File: src/hdl/vni_pkg.sv
package vni_pkg;

	// byte width of text and font codes
	localparam int unsigned CH_W = 8;

	// output queue sizing (depth must be a power of two)
	localparam int unsigned OQ_DEPTH = 4;
	localparam int unsigned OQ_PTR_W = $clog2(OQ_DEPTH);
	localparam int unsigned OQ_CNT_W = $clog2(OQ_DEPTH + 1);

	// at most two result bytes per input byte
	localparam int unsigned RES_MAX = 2;
	localparam int unsigned RES_CNT_W = $clog2(RES_MAX + 1);

	// results of one transcode step
	typedef struct packed {
		logic [RES_CNT_W-1:0] cnt;
		logic [CH_W-1:0]      b0;
		logic [CH_W-1:0]      b1;
	} res_t;

	// one queued output byte
	typedef struct packed {
		logic [CH_W-1:0] ch;
		logic            last;
	} qent_t;

endpackage

File: src/hdl/vni_xlat.sv
module vni_xlat (
	input  logic                       clk,
	input  logic                       arst_n,
	input  logic                       step,
	input  logic [vni_pkg::CH_W-1:0]   char_in,
	input  logic                       text_end,
	output vni_pkg::res_t              res
);

	typedef enum logic [1:0] {
		KIND_NONE   = 2'd0,
		KIND_LETTER = 2'd1,
		KIND_MOD    = 2'd2,
		KIND_UNUSED = 2'd3
	} kind_t;

	localparam logic [7:0] CH_LA = 8'h61;
	localparam logic [7:0] CH_LE = 8'h65;
	localparam logic [7:0] CH_LI = 8'h69;
	localparam logic [7:0] CH_LO = 8'h6F;
	localparam logic [7:0] CH_LU = 8'h75;
	localparam logic [7:0] CH_LY = 8'h79;
	localparam logic [7:0] CH_LD = 8'h64;
	localparam logic [7:0] CH_UD = 8'h44;
	localparam logic [7:0] CH_1  = 8'h31;
	localparam logic [7:0] CH_5  = 8'h35;
	localparam logic [7:0] CH_6  = 8'h36;
	localparam logic [7:0] CH_7  = 8'h37;
	localparam logic [7:0] CH_8  = 8'h38;
	localparam logic [7:0] CH_9  = 8'h39;

	localparam logic [7:0] MOD_A8 = 8'd128;
	localparam logic [7:0] MOD_A6 = 8'd134;
	localparam logic [7:0] MOD_E6 = 8'd140;
	localparam logic [7:0] MOD_O7 = 8'd146;
	localparam logic [7:0] MOD_O6 = 8'd152;
	localparam logic [7:0] MOD_U7 = 8'd158;
	localparam logic [7:0] CODE_LD9 = 8'd249;
	localparam logic [7:0] CODE_UD9 = 8'd250;

	// toned vowel codes, row per vowel a e i o u y, column per tone 1..5
	localparam logic [0:29][7:0] TONE_TAB = '{
		8'd164, 8'd165, 8'd166, 8'd167, 8'd168,
		8'd169, 8'd170, 8'd171, 8'd172, 8'd173,
		8'd174, 8'd175, 8'd181, 8'd182, 8'd183,
		8'd184, 8'd190, 8'd198, 8'd199, 8'd208,
		8'd210, 8'd211, 8'd212, 8'd213, 8'd214,
		8'd215, 8'd216, 8'd221, 8'd222, 8'd248
	};

	// vowel decode: {valid, index}
	function automatic logic [3:0] vowel_idx(input logic [7:0] c);
		logic [3:0] r;
		unique case (c)
			CH_LA:   r = {1'b1, 3'd0};
			CH_LE:   r = {1'b1, 3'd1};
			CH_LI:   r = {1'b1, 3'd2};
			CH_LO:   r = {1'b1, 3'd3};
			CH_LU:   r = {1'b1, 3'd4};
			CH_LY:   r = {1'b1, 3'd5};
			default: r = 4'd0;
		endcase
		return r;
	endfunction

	function automatic logic is_tone(input logic [7:0] c);
		return (c >= CH_1) && (c <= CH_5);
	endfunction

	function automatic logic is_mod(input logic [7:0] c);
		return (c == MOD_A8) || (c == MOD_A6) || (c == MOD_E6) ||
			(c == MOD_O7) || (c == MOD_O6) || (c == MOD_U7);
	endfunction

	function automatic logic is_letter(input logic [7:0] c);
		logic [3:0] v;
		v = vowel_idx(c);
		return v[3] || (c == CH_LD) || (c == CH_UD);
	endfunction

	// code of letter l followed by byte c, zero when they do not combine
	function automatic logic [7:0] combine(input logic [7:0] l, input logic [7:0] c);
		logic [3:0] v;
		logic [4:0] idx;
		logic [7:0] r;
		v   = vowel_idx(l);
		idx = 5'({2'b00, v[2:0]} * 5'd5 + {2'b00, c[2:0] - 3'd1});
		r   = 8'd0;
		if (l == CH_LD || l == CH_UD) begin
			if (c == CH_9) r = (l == CH_LD) ? CODE_LD9 : CODE_UD9;
		end else if (v[3]) begin
			if (is_tone(c)) r = TONE_TAB[idx];
			else if (l == CH_LA && c == CH_8) r = MOD_A8;
			else if (l == CH_LA && c == CH_6) r = MOD_A6;
			else if (l == CH_LE && c == CH_6) r = MOD_E6;
			else if (l == CH_LO && c == CH_7) r = MOD_O7;
			else if (l == CH_LO && c == CH_6) r = MOD_O6;
			else if (l == CH_LU && c == CH_7) r = MOD_U7;
		end
		return r;
	endfunction

	kind_t           kind_q, kind_d;
	logic [7:0]      code_q, code_d;
	logic [7:0]      comb_r;
	logic            fresh;

	// one step: resolve the pending item, then handle the byte if still fresh
	always_comb begin
		comb_r  = combine(code_q, char_in);
		fresh   = 1'b1;
		kind_d  = KIND_NONE;
		code_d  = 8'd0;
		res.cnt = '0;
		res.b0  = '0;
		res.b1  = '0;
		case (kind_q)
			KIND_LETTER: begin
				if (comb_r == 8'd0) begin
					res.b0  = code_q;
					res.cnt = 2'd1;
				end else if (is_mod(comb_r) && !text_end) begin
					kind_d = KIND_MOD;
					code_d = comb_r;
					fresh  = 1'b0;
				end else begin
					res.b0  = comb_r;
					res.cnt = 2'd1;
					fresh   = 1'b0;
				end
			end
			KIND_MOD: begin
				res.cnt = 2'd1;
				if (is_tone(char_in)) begin
					res.b0 = code_q + {5'd0, char_in[2:0]};
					fresh  = 1'b0;
				end else begin
					res.b0 = code_q;
				end
			end
			default: begin
			end
		endcase
		if (fresh) begin
			if (!text_end && is_letter(char_in)) begin
				kind_d = KIND_LETTER;
				code_d = char_in;
			end else if (!text_end && is_mod(char_in)) begin
				kind_d = KIND_MOD;
				code_d = char_in;
			end else if (res.cnt == 2'd0) begin
				res.b0  = char_in;
				res.cnt = 2'd1;
			end else begin
				res.b1  = char_in;
				res.cnt = 2'd2;
			end
		end
	end

	// pending item
	always_ff @(posedge clk or negedge arst_n) begin
		if (!arst_n) begin
			kind_q <= KIND_NONE;
			code_q <= 8'd0;
		end else if (step) begin
			kind_q <= kind_d;
			code_q <= code_d;
		end
	end

`ifndef SYNTHESIS
	a_end_flushes: assert property (@(posedge clk) disable iff (!arst_n)
		step && text_end |=> kind_q == KIND_NONE)
		else $error("pending item left after text end");
	a_silent_holds: assert property (@(posedge clk) disable iff (!arst_n)
		step && res.cnt == 2'd0 |=> kind_q != KIND_NONE)
		else $error("byte consumed without result or pending item");
	a_none_zero: assert property (@(posedge clk) disable iff (!arst_n)
		kind_q == KIND_NONE |-> code_q == 8'd0)
		else $error("stale pending code");
`endif

endmodule

File: src/hdl/vni_outq.sv
module vni_outq (
	input  logic                             clk,
	input  logic                             arst_n,
	input  vni_pkg::res_t                    push,
	output logic [vni_pkg::OQ_CNT_W-1:0]     count,
	output logic                             out_valid,
	input  logic                             out_ready,
	output logic [vni_pkg::CH_W-1:0]         char_out,
	output logic                             run_last
);

	localparam int unsigned DEPTH = vni_pkg::OQ_DEPTH;
	localparam int unsigned PTR_W = vni_pkg::OQ_PTR_W;
	localparam int unsigned CNT_W = vni_pkg::OQ_CNT_W;

	vni_pkg::qent_t         mem_q [DEPTH];
	logic [PTR_W-1:0]       wr_ptr_q, rd_ptr_q;
	logic [CNT_W-1:0]       count_q;
	logic                   pop;
	logic [PTR_W-1:0]       wr_ptr_nx;

	assign pop       = out_valid && out_ready;
	assign wr_ptr_nx = wr_ptr_q + PTR_W'(1);

	// queue storage
	always_ff @(posedge clk) begin
		if (push.cnt != '0) begin
			mem_q[wr_ptr_q] <= '{ch: push.b0, last: (push.cnt == vni_pkg::RES_CNT_W'(1))};
		end
		if (push.cnt == vni_pkg::RES_CNT_W'(2)) begin
			mem_q[wr_ptr_nx] <= '{ch: push.b1, last: 1'b1};
		end
	end

	// pointers and fill count
	always_ff @(posedge clk or negedge arst_n) begin
		if (!arst_n) begin
			wr_ptr_q <= '0;
			rd_ptr_q <= '0;
			count_q  <= '0;
		end else begin
			wr_ptr_q <= wr_ptr_q + PTR_W'(push.cnt);
			if (pop) rd_ptr_q <= rd_ptr_q + PTR_W'(1);
			count_q  <= count_q + CNT_W'(push.cnt) - CNT_W'(pop);
		end
	end

	assign count     = count_q;
	assign out_valid = (count_q != '0);
	assign char_out  = mem_q[rd_ptr_q].ch;
	assign run_last  = mem_q[rd_ptr_q].last;

`ifndef SYNTHESIS
	a_no_overflow: assert property (@(posedge clk) disable iff (!arst_n)
		count_q <= CNT_W'(DEPTH))
		else $error("output queue overflow");
	a_push_room: assert property (@(posedge clk) disable iff (!arst_n)
		push.cnt != '0 |-> {1'b0, count_q} + (CNT_W + 1)'(push.cnt) <= (CNT_W + 1)'(DEPTH))
		else $error("push without room");
	a_stall_holds: assert property (@(posedge clk) disable iff (!arst_n)
		out_valid && !out_ready && push.cnt == '0 |=> count_q == $past(count_q))
		else $error("queue count moved during stall");
`endif

endmodule

File: src/hdl/vni_text_to_font_code_transcoder_top.sv
// an input byte passes the input register and output queue before its first
// result byte shows; a held letter or modified code waits for its resolving byte
// throughput: one input byte per cycle while it yields at most one byte,
// and out_ready holds; the single output port bounds bytes that yield two
// a 4-entry output queue decouples the output from the transcode register
// reset (arst_n low, async): nothing pending, input register and queue empty
module vni_text_to_font_code_transcoder_top (
	input  logic                       clk,
	input  logic                       arst_n,
	input  logic                       in_valid,
	output logic                       in_ready,
	input  logic [vni_pkg::CH_W-1:0]   char_in,
	input  logic                       text_end,
	output logic                       out_valid,
	input  logic                       out_ready,
	output logic [vni_pkg::CH_W-1:0]   char_out,
	output logic                       run_last
);

	logic                          valid_s1;
	logic [vni_pkg::CH_W-1:0]      char_s1;
	logic                          end_s1;
	logic [vni_pkg::OQ_CNT_W-1:0]  q_count;
	logic                          room;
	logic                          step;
	vni_pkg::res_t                 res;
	vni_pkg::res_t                 push;

	// the queue must take up to two bytes from this step
	assign room     = (q_count <= vni_pkg::OQ_CNT_W'(vni_pkg::OQ_DEPTH - vni_pkg::RES_MAX));
	assign step     = valid_s1 && room;
	assign in_ready = !valid_s1 || room;

	// input register
	always_ff @(posedge clk or negedge arst_n) begin
		if (!arst_n) begin
			valid_s1 <= 1'b0;
		end else if (in_ready) begin
			valid_s1 <= in_valid;
		end
	end

	always_ff @(posedge clk) begin
		if (in_valid && in_ready) begin
			char_s1 <= char_in;
			end_s1  <= text_end;
		end
	end

	vni_xlat u_xlat (
		.clk      (clk),
		.arst_n   (arst_n),
		.step     (step),
		.char_in  (char_s1),
		.text_end (end_s1),
		.res      (res)
	);

	// only a taken step pushes results
	always_comb begin
		push = res;
		if (!step) push.cnt = '0;
	end

	vni_outq u_outq (
		.clk       (clk),
		.arst_n    (arst_n),
		.push      (push),
		.count     (q_count),
		.out_valid (out_valid),
		.out_ready (out_ready),
		.char_out  (char_out),
		.run_last  (run_last)
	);

endmodule

File: config.mk
export PLATFORM = sky130hd
export DESIGN_NAME = vni_text_to_font_code_transcoder_top
export DESIGN_NICKNAME = d
export VERILOG_FILES = /design/src/hdl/vni_pkg.sv /design/src/hdl/vni_xlat.sv /design/src/hdl/vni_outq.sv /design/src/hdl/vni_text_to_font_code_transcoder_top.sv
export SDC_FILE = /design/constraint.sdc
export NUM_CORES = 1
export LEC_CHECK = 0
export BUFFER_PORTS_ARGS = -buffer_cell sky130_fd_sc_hd__buf_2
export CORE_MARGIN = 3
export CORE_UTILIZATION = 45
export DETAILED_ROUTE_END_ITERATION = 16
export SLEW_MARGIN = 40
export SYNTH_ARGS = -nofsm -noshare
export SYNTH_HDL_FRONTEND = slang
export SYNTH_SLANG_ARGS = --single-unit
File: constraint.sdc
create_clock -name clk -period 6.8 [get_ports clk]
set_input_delay 0.34 -clock clk [delete_from_list [all_inputs] [get_ports clk]]
set_output_delay 0.34 -clock clk [all_outputs]
set_load 0.1 [all_outputs]
== Word-level counts from Yosys, hierarchy flattened ==
Memories as Yosys holds them, arrays and structs flattened.
Cells that the tools add are included.
Cells by class
  bitwise gates (word level): 1
  magnitude comparators: 4
  $add $sub $neg: 8
  reductions and logical operators: 33
  equality and inequality tests: 36
  multipliers: 1
  multiplexer cells: 46
Operators with widths (number)
  2-to-1 mux 8 bit: 21
  == test 8 x 7 -> 1 bit, second input constant: 16
  == test 8 bit, second input constant: 12
  2-to-1 mux 18 bit: 3
  one-hot mux 4 bit (6 select lines): 2
  == test 8 x 6 -> 1 bit, second input constant: 4
  one-hot mux 10 bit (2 select lines): 1
  2-to-1 mux 2 bit: 9
  logical OR 1 bit: 14
  logical AND 1 bit: 13
  2-to-1 mux 10 bit: 1
  2-to-1 mux 9 bit: 1
  adder 8 x 3 -> 8 bit: 1
  >= comparator 8 x 6 -> 1 bit, second input constant: 1
  less-or-equal comparator 8 x 6 -> 1 bit, second input constant: 1
  zero test 8 bit: 1
  >= comparator 6 bit, second input constant: 1
  2-to-1 mux 1 bit: 6
  NOT 5 -> 6 bit: 1
  adder 5 x 3 -> 5 bit: 1
  multiplier 3 x 3 -> 5 bit, second input constant: 1
  adder 2 x 1 -> 2 bit, second input constant: 2
  == test 2 x 1 -> 1 bit, second input constant: 2
  == test 2 bit, second input constant: 2
  11 further kinds: 12
Word-level totals
  word-level logic and storage cells: 139
  bits in registers: 27
  memory bits (writable): 36
  output and inout port bits: 11
  ROM bits: 256
  memories: 2
Memories
  (no name shown): words 32, width 8, rd ports 1, clocked after Yosys merged registers in 0, wr ports 0, line vni_xlat.sv:92  | if (is_tone(c)) r = TONE_TAB[idx];
  u_outq.mem_q: words 4, width 9, rd ports 1, clocked after Yosys merged registers in 0, wr ports 2, line vni_outq.sv:16  | vni_pkg::qent_t mem_q [DEPTH];

== Logic depth before layout (Yosys ltp) ==
  depth after elaboration: 30
  gate-level depth with buffers: 17
  depth with buffers taken out: 14

== By module ==
Synthesis repeated with hierarchy kept, for this count alone.
Unflattened totals
  cells, all modules: 479
  area total of the unflattened synthesis: 4869.7 sq um
Modules (own cells, without submodules)
  vni_xlat: area an instance 2334.7 sq um, cells an instance 301, times used 1
  vni_outq: area an instance 2180.8 sq um, cells an instance 160, times used 1
  vni_text_to_font_code_transcoder_top: area an instance 354.1 sq um, cells an instance 18, times used 1

== Worst setup path after synthesis ==
No wires, ideal clock.
  path kind: register to register
  from: register char_s1[0] (netlist name)
  to: memory u_outq.mem_q[2][1] (netlist name) (enable)
  setup slack: 2492 ps
  stages on the path, launching flop included: 14
  library setup time: 387 ps
  path buffers: 2
  arrival: 3921 ps
  period minus slack after synthesis: 4308 ps
  cell sequence: edfxtp_1 -> clkbuf_1 -> inv_1 -> ha_1 -> nor2_1 -> or4b_2 -> o211ai_1 -> a31o_2 -> inv_1 -> ha_1 -> nand3b_1 -> or3_1 -> buf_2 -> o31ai_1
RTL lines
  start, declared: line vni_text_to_font_code_transcoder_top.sv:21  | logic [vni_pkg::CH_W-1:0] char_s1;
  start signal, assigned: line vni_text_to_font_code_transcoder_top.sv:45  | char_s1 <= char_in;
  end, declared: line vni_outq.sv:16

==> summary.txt <==
Longest Clk Path Bufs: 2
Worst-path clk slew: 0.07 ns
Clock sink count: 63
Crit share post-route: 73.35%
Mux contribution to synthesized area: 5.040%
Ant diodes: 0
Port-buffer cells: 23
Share of layout cells above drive strength 1: 14.21%
Die X: 111.8 um
Routed WL: 13670 um
Largest net degree at the start of global routing: 29
Detailed-route via count: 4363
IO Pins: 24
Pins over their slew limit: 0
Primary FF master, synth: edfxtp_1
Initial antenna violation count: 0
Number of CTS-inserted buffers: 9
Critical path arrival: 5.14 ns
Post-CTS setup buffers: 0
Post_cts resized: 0
Post-synthesis compound-gate area fraction: 24.21%
Cell row count: 38
Initial DRC Count: 494
PD cells: 414.5 mW/mm^2
Post-synthesis adder-cell area fraction: 7.646%
DRT antenna net count: 0
Wire per inst: 20.05 um
Largest family of logic cells by synthesized area: compound AO/OA/AOI/OAI gates
Unrepaired setup endpoints after global routing: false
Worst skew pair latency: 0.35 ns
Number of synthesis warnings: 0
Vias per cell: 6.397
GP Congestion: 0.9238
HP Class: input pin to flop
Setup Crit Path Kind: flop to flop
GRT Total Usage: 22.58%
Max_slew headroom: 45.49%
Worst EP required: 6.96 ns
Vias in the first global route: 4172
LEAKAGE: 2.015 nW
Synth Area in Simple Gates: 20.90%
Die Y: 111.8 um
Tmin final: 4.988 ns
Post-DP HPWL: 10510 um
Mapped cell area: 0.005040 sq mm
Root Buffer: clkbuf_8
Final Hold Vio Count: 0
Initial Util: 46.29%
Synth Area in XOR/XNOR: 2.433%
Ys async rst share: 28.57%
Area Growth Syn to Fin: 8.888%
Max-cap violation count: 0
Clock Skew: 0.009344 ns
TNS Setup: 0 ns
Peak Freq: 200.5 MHz
Setup crit start kind: flop
# DRC: 0
Slew of the pin with the lowest slew margin: 0.8162 ns
Nets: 579
CP Max Fanout: 21
Finish-stage setup viols: 0
H-tree depth: 3
Yosys reg bits: 63
Peak VDD IR: 0.0004229 V
Syn_area_per_cell: 9.509 sq um
Die area: 0.01251 sq mm
Syn_nets: 572
Grt total ovfl: 0
Synth Instances: 530
Post-synth EDFFs: 41
Core Area: 0.01089 sq mm
DRT Pass-1 Iters: 5
Setup WS post-layout: 1.812 ns
Setup crit end kind: flop
Post-place setup slack: 1.760 ns
Sequential area share after synthesis: 34.96%
Status: finished, final reports clean
TritonCTS clock tree: done
Yosys cell types: 82
First-pass GRT wire length: 22800 um
==> metrics by stage <==
| stage | cells | util, % | area [sq um] | power, mW | hold slack, ns |
|---|---|---|---|---|---|
| detailed placement | 665 | 48.01 | 5228 | 1.876 | 0.2946 |
| floorplan | 530 | - | 5040 | 1.639 | 0.04441 |
| finish | 682 | 50.40 | 5488 | 2.275 | 0.1671 |
| global route | 682 | 50.40 | 5488 | 2.417 | 0.1518 |
| CTS | 682 | 50.36 | 5483 | 2.281 | 0.1512 |
| global placement | 665 | 47.83 | 5207 | 1.855 | 0.2997 |
==> layout by cell type (no fill, tap or decap), drive strengths merged, types with 5 or more instances in the layout <==
| cell | n |
|---|---|
| clkbuf | 9 |
| nor2b | 5 |
| and2 | 7 |
| a21oi | 27 |
| nand2b | 11 |
| dfrtp | 18 |
| ha | 26 |
| o211ai | 5 |
| nand3 | 11 |
| buf | 26 |
| clkinv | 5 |
| nand4 | 7 |
| and3 | 5 |
| nor3 | 17 |
| a21boi | 6 |
| a22o | 12 |
| or3 | 8 |
| edfxtp | 41 |
| o21ai | 29 |
| nor4bb | 5 |
| o22ai | 5 |
| mux4 | 9 |
| inv | 25 |
| a211oi | 6 |
| o21a | 8 |
| xnor2 | 9 |
| nor4 | 5 |
| xor2 | 5 |
| nor2 | 30 |
| a21o | 6 |
| nand2 | 54 |
| a31oi | 9 |
==> report_power, final <==
part	internal [mW]	leakage [nW]	switching [mW]
Clock	0.244	0.123	0.153
Combinational	0.364	1.27	0.816
Sequential	0.528	0.620	0.170
==> final timing paths <==
path	startpoint	end	cells past startpoint	slack (ns)
min reg2reg	u_outq.mem_q[3][0]	u_outq.mem_q[3][0]	1	0.50
max reg2reg	u_xlat.code_q[2]	u_outq.mem_q[1][1]	11	1.81
min in group asynchronous	arst_n	u_outq.count[2]	2	0.44
max in group asynchronous	arst_n	u_xlat.code_q[2]	2	6.07
max	u_xlat.code_q[2]	u_outq.mem_q[1][1]	11	1.81
min	char_in[4]	char_s1[4]	1	0.17
==> layer usage <==
layer  track usage, %  vias up  wire [um]  share of wire (%)
li1                 -     2051          -                  -
met1            33.08     2125       6383                 47
met2            35.21      162       6262                 46
met3            3.315       25        783                5.7
met4            5.677        0        245                1.8
met5                0        -          0                  0
==> cell families (layout without fill, tap and decap cells) <==
group	count (synthesis)	count (layout)
AO/OA/AOI/OAI	164	164
adder cells (fa/ha/maj)	29	29
buffers and inverters	57	69
multiplexers	14	14
flip-flops	63	63
AND/OR/NAND/NOR	189	189
XOR/XNOR	14	14
==> worst max-delay path: stages, from the launching register on <==
cell and delay, ns:
dfrtp_1 0.83, and2_0 0.40, or4b_2 0.65, o211ai_1 0.45, a31o_2 0.26, inv_1 0.10
ha_1 0.33, nand3b_1 0.19, or3_1 0.51, nor4_2 0.67, a31oi_1 0.14, o22ai_1 0.26
==> Yosys cell counts (all sizes together), types with 12 or more instances <==
cell type | number | area, sq um
o21ai | 29 | 145.1
edfxtp | 41 | 1231
a22o | 12 | 105.1
nor2 | 30 | 112.6
nor3 | 17 | 100.1
a21oi | 27 | 135.1
ha | 26 | 325.3
dfrtp | 18 | 450.4
clkbuf | 17 | 63.81
inv | 25 | 93.84
buf | 14 | 81.33
nand2 | 54 | 202.7
==> flip-flops by register name, summed over array words and instances, names as in the netlist <==
name and count:
u_outq.mem_q 36, char_s1 8, u_xlat.code_q 8, u_outq.count 3, u_outq.rd_ptr_q 2, u_outq.wr_ptr_q 2
u_xlat.kind_q 2, end_s1 1, valid_s1 1
==> cell type report <==
cell class / instances / area [sq um]
fill: 982 / 5400
clock buffer: 9 / 123.9
multi-input combinational: 410 / 3060
inverter: 26 / 97.59
sequential: 63 / 1762
tap: 140 / 175.2
clock inverter: 7 / 121.4
timing repair buffer: 27 / 147.6
==> timing repair <==
item                                    4_1_cts  5_1_grt
hold buffers                                  1        0
endpoints found under the setup margin        0        0
hold endpoints to repair                     18        0
Note: power is estimated with default switching activity, not from simulation.
